### config.mk
export PLATFORM = sky130hd
export DESIGN_NAME = lwkd_cnt_store
export DESIGN_NICKNAME = d
export VERILOG_FILES = /design/src/sv/lwkd_pkg.sv /design/src/sv/lwkd_ram.sv /design/src/sv/lwkd_cnt_store.sv
export SDC_FILE = /design/constraint.sdc
export NUM_CORES = 2
export LEC_CHECK = 0
export ABC_AREA = 1
export ABC_CLOCK_PERIOD_IN_PS = 2500
export BUFFER_PORTS_ARGS = -buffer_cell sky130_fd_sc_hd__buf_2
export CAP_MARGIN = 20
export CORE_UTILIZATION = 35
export CTS_CLUSTER_DIAMETER = 150
export DETAILED_ROUTE_END_ITERATION = 12
export HOLD_SLACK_MARGIN = 0.12
export PLACE_DENSITY = 0.48
export SYNTH_ARGS = -nofsm -noshare
export SYNTH_HDL_FRONTEND = slang
export SYNTH_HIERARCHICAL = 1
export SYNTH_SLANG_ARGS = --single-unit
### constraint.sdc
create_clock -name clk -period 2.5 [get_ports clk]
set_input_delay 0.5 -clock clk [delete_from_list [all_inputs] [get_ports clk]]
set_output_delay 0.5 -clock clk [all_outputs]
set_load 0.05 [all_outputs]
### src/sv/lwkd_pkg.sv
// lwkd_pkg: shared constants, types and the symbol fold table
// used by every module of the longest k-distinct window block
// no dependencies

package lwkd_pkg;

  localparam int unsigned MAX_LEN_DEF = 4096;
  localparam int unsigned SYMBOLS_DEF = 256;

  localparam int unsigned SYMBOL_W = 8;
  localparam int unsigned DIST_W   = 9;
  localparam int unsigned LENGTH_W = 13;

  localparam logic [DIST_W-1:0] MAX_DISTINCT_RST = DIST_W'(1);

  localparam int unsigned FOLD_N = 1 << SYMBOL_W;

  typedef logic [FOLD_N-1:0][SYMBOL_W-1:0] fold_tbl_t;

  typedef struct packed {
    logic rd;
    logic wr;
    logic clr;
  } cnt_cmd_t;

  // symbol value reduced into the count table range, built by counting
  function automatic fold_tbl_t fold_table(int unsigned symbols);
    fold_tbl_t   tbl;
    int unsigned r;
    r = 0;
    for (int unsigned i = 0; i < FOLD_N; i++) begin
      tbl[i] = SYMBOL_W'(r);
      if (r + 1 == symbols) begin
        r = 0;
      end else begin
        r = r + 1;
      end
    end
    return tbl;
  endfunction

endpackage

### src/sv/lwkd_ram.sv
// lwkd_ram: generic simple dual-port ram, one write and one registered read
// depends on lwkd_pkg for default widths

module lwkd_ram #(
  parameter int unsigned WIDTH = lwkd_pkg::SYMBOL_W,
  parameter int unsigned DEPTH = lwkd_pkg::MAX_LEN_DEF,
  localparam int unsigned AW   = $clog2(DEPTH)
) (
  input  logic             clk,
  input  logic             wr_en,
  input  logic [AW-1:0]    wr_addr,
  input  logic [WIDTH-1:0] wr_data,
  input  logic             rd_en,
  input  logic [AW-1:0]    rd_addr,
  output logic [WIDTH-1:0] rd_data
);

  logic [WIDTH-1:0] mem [DEPTH];
  logic [WIDTH-1:0] rd_data_r;

  always_ff @(posedge clk) begin
    if (wr_en) begin
      mem[wr_addr] <= wr_data;
    end
    if (rd_en) begin
      rd_data_r <= mem[rd_addr];
    end
  end

  assign rd_data = rd_data_r;

endmodule

### src/sv/lwkd_cnt_store.sv
// lwkd_cnt_store: per-symbol count table, ram plus one valid flag per entry
// an entry without its flag reads as zero; depends on lwkd_pkg and lwkd_ram

module lwkd_cnt_store #(
  parameter int unsigned SYMBOLS = lwkd_pkg::SYMBOLS_DEF,
  parameter int unsigned CNT_W   = lwkd_pkg::LENGTH_W,
  localparam int unsigned AW     = $clog2(SYMBOLS)
) (
  input  logic                 clk,
  input  logic                 rst_n,
  input  lwkd_pkg::cnt_cmd_t   cmd,
  input  logic [AW-1:0]        rd_addr,
  input  logic [AW-1:0]        wr_addr,
  input  logic [CNT_W-1:0]     wr_data,
  output logic [CNT_W-1:0]     rd_data
);

  logic [SYMBOLS-1:0] vld_r;
  logic [SYMBOLS-1:0] vld_nxt;
  logic [AW-1:0]      rd_addr_r;
  logic [CNT_W-1:0]   ram_q;

  lwkd_ram #(
    .WIDTH (CNT_W),
    .DEPTH (SYMBOLS)
  ) u_ram (
    .clk     (clk),
    .wr_en   (cmd.wr),
    .wr_addr (wr_addr),
    .wr_data (wr_data),
    .rd_en   (cmd.rd),
    .rd_addr (rd_addr),
    .rd_data (ram_q)
  );

  always_comb begin
    vld_nxt = vld_r;
    if (cmd.clr) begin
      vld_nxt = '0;
    end else if (cmd.wr) begin
      vld_nxt[wr_addr] = 1'b1;
    end
  end

  always_ff @(posedge clk) begin
    if (!rst_n) begin
      vld_r <= '0;
    end else begin
      vld_r <= vld_nxt;
    end
  end

  always_ff @(posedge clk) begin
    if (cmd.rd) begin
      rd_addr_r <= rd_addr;
    end
  end

  assign rd_data = vld_r[rd_addr_r] ? ram_q : '0;

endmodule

# Yosys cells after proc, flatten, opt, wreduce, memory -nomap -nowiden
# Memory sizes are Yosys's and may differ from the RTL's. A register that Yosys moved wholly into a read port is not among the register bits.
# Index checks and enable logic that the tools add are counted.
# W data, S select, Z words.
# word_totals
memories,1
ff_bits,264
inputBits,34
elab_cells,17
out_inout_bits,13
ramBits,3328
# op_classes
n_lt_le_gt_ge,3
n_reduce_logical,2
bitwise,2
muxes,7
# mem_list
name,depth,word_bits,read_ports,rd_ports_with_merged_regs,wr,line,text
u_ram.mem,256,13,1,1,1,lwkd_ram.sv:18,logic [WIDTH-1:0] mem [DEPTH];
# op_table
operator,count
$or A256 B256 Y256,1
$lt A8 B9 Y1 const B,2
$mux W13,1
$bmux W1 S8,1
$demux W1 S8,1
$ge A8 B1 Y1 const B,1
$mux W1,4
$reduce_or A2 Y1,1
$logic_and A1 B1 Y1,1
$not A1 Y1,1

# Depth between registers and ports, before layout
# logic_depth
depth_word,5
mapped_depth,15

# Hierarchy
# Netlist, hierarchy kept.
# modules_own_cells
module,cells_each,seq_area_each_um2,area_per_inst_um2,n_inst
lwkd_ram,11136,100326.2,134841.8,1
lwkd_cnt_store,1519,5365.1,10859.2,1

# Worst setup path after synthesis
# No wires, ideal clock.
# synth_path
kind,reg-to-output
from,register rd_addr_r[0]
to,output rd_data[10]
path_buffers,1
path_stages_with_launch,13
t_arrival_ns,2.235
slack_ns,-0.235
path_cell_list,edfxtp_1 > inv_2 > clkbuf_1 > nand2_1 > nand3_1 > nand3_1 > nand3_1 > nand3_1 > nand2_1 > nand2_1 > nand3_1 > nand3_1 > a21oi_1
# synth_between
elab_chain_len,3
# synth_rtl
element,line,text
"start, declared",lwkd_cnt_store.sv:20,logic [AW-1:0] rd_addr_r;
"start signal, assigned",lwkd_cnt_store.sv:55,rd_addr_r <= rd_addr;
$bmux W1 S8,lwkd_cnt_store.sv:59,assign rd_data = vld_r[rd_addr_r] ? ram_q : '0;
$mux W1 (not written as such),lwkd_cnt_store.sv:59,
$mux W13,lwkd_cnt_store.sv:59,
"end, declared",lwkd_cnt_store.sv:15,output logic [CNT_W-1:0] rd_data
# No other way between the ends. The select of a mux whose other input is x is not followed.

# Worst setup path in the final report
# layout_path
from,register rd_addr_r[0]
to,output rd_data[7]
# The elaborated chain is that of the path after synthesis.

==> summary.md <==
| Metric | Value |
|---|---|
| Slowest stage delay, CP | 0.41 ns |
| Post-route ant nets | 0 |
| Area of the multi-input gates | 35600 sq um |
| Iter 0 DRT Violations | a little over 10000 |
| DR pass1 iterations | 6 |
| Synth area leaders | edfxtp_1, nand3_1, nand2_1, dfxtp_1, buf_2 |
| Worst hold start | cmd[1] |
| Maximum VDD drop | approximately 0.58 mV |
| Fin worst setup slack | -1.33 ns |
| Critical Path Start Type | flip-flop |
| Overflow after GRT | 0 |
| Layout Cells excl Fill | 19200 |
| Worst r2r dst | u_ram/rd_data[9] |
| Final instance area | approximately 180000 sq um |
| Worst R2R Path Depth | 11 |
| Most common cell in the netlist | nand2_1 |
| Share of layout cells above drive strength 1 | 13.5% |
| Placed inst area | between 150000 and 200000 sq um |
| RR Startpoint | u_ram/mem[101][9] |
| Worst Hold Endpoint | u_ram/mem[182][10] |
| Placed insts | about 18000 |
| Syn Area/Cell | 11.5 sq um |
| P_leak | 0.0625 uW |
| Syn nets | 12700 |
| Status | finished, violations left |
| Worst Setup End Kind | output port |
| Min Tclk post-route | 3.83 ns |
| Worst hold path depth | 5 |
| Layout fillers | 38200 |
| Vias in the first global route | 98000 |
| Synth Flop Type | edfxtp_1 |
| Num CTS Buffers | 394 |
| MaxCap Viol Count | 0 |
| Yosys top cell area share | 69.0% |
| Yosys warns | 6 |
| Initial core utilization | 35.2% |
| Final WL | 482000 microns |
| DR WL/cell | around 25 microns |
| Number of synthesized flops with an enable pin | 3349 |
| FMAX | 0.261 GHz |
| H-tree depth | 5 |
| GPL Wtd Cong | slightly below 0.9 |
| Slew Limit Fails | 0 |
| Area of the mapped netlist | around 150000 sq um |
| WP buf/inv | 5 |
| Sequential area share after synthesis | between 70% and 80% |
| CP max-delay cell | edfxtp_1 |
| # nets final | about 13000 |
| Root Driver | clkbuf_16 |
| Clock insertion delay at the later pin of the skew report | 0.98 ns |
| Arr. time, crit path | 3.33 ns |
| Clk slew on worst S/H paths | 0.06 ns |
| Vias/cell | 5.28 |
| Row Count | 236 |
| Async SR Flop Fraction | 0% |
| Unrepaired setup endpoints after global routing | yes |
| Storage element area | about 110000 sq um |
| Gr usage total | 22.5% |
| DRC | 0 |
| CP top delay family | buffers and inverters |
| Final Setup Violations | 13 |
| First-pass GRT wire length | 695000 microns |
| Mapped Cells | 12700 |
| Initial antenna violation count | 31 |
| Max Buffers Root-to-Sink | 4 |
| P per Cell Area | 761 nW/um^2 |
| Die area | roughly 420000 sq um |
| Slew headroom | between 20 and 25% |
| Clock Sinks | 3605 |
| Failing checks | setup timing |
| Final Skew | approximately 0.063 ns |
| Area leader, netlist | edfxtp_1 |
| CP max FO | 12 |
| Reg2reg setup slack | approximately 0.23 ns |
| Post-synth cell types | 19 |
| Die Wd | approximately 650 microns |
| Largest net degree at the start of global routing | 130 |
| Worst path required time | approximately 2.0 ns |
| Final Hold Fails | 0 |
| Register bit total from synthesis | 3605 |
| IO Port Bufs | 46 |
| HP Class | input pin to flip-flop |
| Cell chain of the critical path | buf_12, inv_8, clkbuf_16, nand2_1, nand3_1, nand3_1, nand3_2, nand3_2, nand2_2, nand2_1, nand3_2, nand3_4, buf_12, a21oi_4, buf_12 |
| Final period util | 153% |
| Core Region | 414000 sq um |
| Syn-to-layout area delta | 21.0% |
| Die height | 647 microns |
| DR vias | 102000 |
| Worst slew pin tran | approximately 1.2 ns |
| CTS tree | yes |
| Synth top cells by count | nand2_1, nand3_1, edfxtp_1 |
| Top Ports | between 40 and 50 |
| Post-DP HPWL | 299000 microns |
| Kind of critical path | flip-flop to output port |
## state kept, by name (all words and copies together), names as in the netlist
name	flops
rd_addr_r	8
u_ram/rd_data	13
u_ram/mem	3328
vld_r	256
## cell type report
type	count	share of cell area (%)
flip-flops and latches	3605	60.0
multi-input cells	8097	20.2
repair buffers	1236	8.52
clock buffers	476	5.85
well taps	5474	3.89
clock inverters	244	1.36
inverters	73	0.194
repair inverters	2	0.0156
diodes	5	0.00710
## layer usage
| layer | wire [microns] | global-route usage (%) |
|---|---|---|
| met4 | 14500 | 6.67 |
| met5 | 26 | 0 |
| met3 | 33700 | 3.27 |
| met1 | 209000 | 31.7 |
| met2 | 225000 | 36.2 |
## how the worst max path moves through the flow
stage,end,from,cells after the start,slack [ns]
global placement,rd_data[10],rd_addr_r[0],14,-0.89
global route,rd_data[7],rd_addr_r[0],15,-1.47
floorplan,rd_data[10],rd_addr_r[0],13,-0.22
finish,rd_data[7],rd_addr_r[0],15,-1.33
CTS,rd_data[7],rd_addr_r[0],14,-1.39
detailed placement,rd_data[12],rd_addr_r[0],14,-0.84
## what timing repair did
action                     in CTS  in global routing
gates resized for setup        64                  9
cloned                          8                  5
hold buffers                   22                  0
hold endpoints to repair      650                  0
setup buffers                   2                  0
pin swaps                      10                  5
setup endpoints to repair      13                 13
## power breakdown
part,leakage (uW),switching (uW),internal [uW],total [uW]
sequential,0.0322,126,66000,66100
clock,0.00620,24500,33300,57800
combinational,0.0241,6990,3120,10100
total,0.0625,31600,102000,134000
## cells by family (layout without fill, tap and decap cells)
group,count (synthesis),after routing,synth area share (%)
buffers and inverters,953,2031,3.30
AND/OR/NAND/NOR,7826,7826,23.2
AO/OA/AOI/OAI,271,271,0.957
flip-flops,3605,3605,72.5
other,0,5,0
## stage by stage
stage / hold WS, ns / power (uW) / setup WS, ns / setup TNS (ns) / util, %
after floorplan: 0.431 / 71800 / -0.222 / -0.843 / -
after global placement: 0.447 / 77200 / -0.890 / -19.33 / 39.3
after detailed placement: 0.454 / 77300 / -0.841 / -18.89 / 39.3
after CTS: 0.281 / 135000 / -1.39 / -17.85 / 42.6
after global routing: 0.348 / 138000 / -1.47 / -18.83 / 42.6
final: 0.376 / 134000 / -1.33 / -17.14 / 42.6
## worst register-to-register path, cell delays in order (launching register included)
cell	delay, ns
edfxtp_1	0.35
nand2_1	0.07
nand3_1	0.07
nand3_1	0.09
nand3_1	0.17
nand3_1	0.32
nand3_1	0.21
nand3_1	0.21
buf_4	0.18
nand2_1	0.10
nand2_1	0.18
nand2_1	0.08
## layout by cell type (no fill, tap or decap), drive strengths merged, types with 5 or more instances in the layout
cell	instances
diode	5
nor2	572
clkbuf	481
bufinv	38
buf	1209
dlygate4sd3	22
clkinv	182
inv	87
edfxtp	3349
clkinvlp	12
a21oi	270
dfxtp	256
nand3	3524
nand2	3712
nor3	18
(Power assumes the default switching activity.)
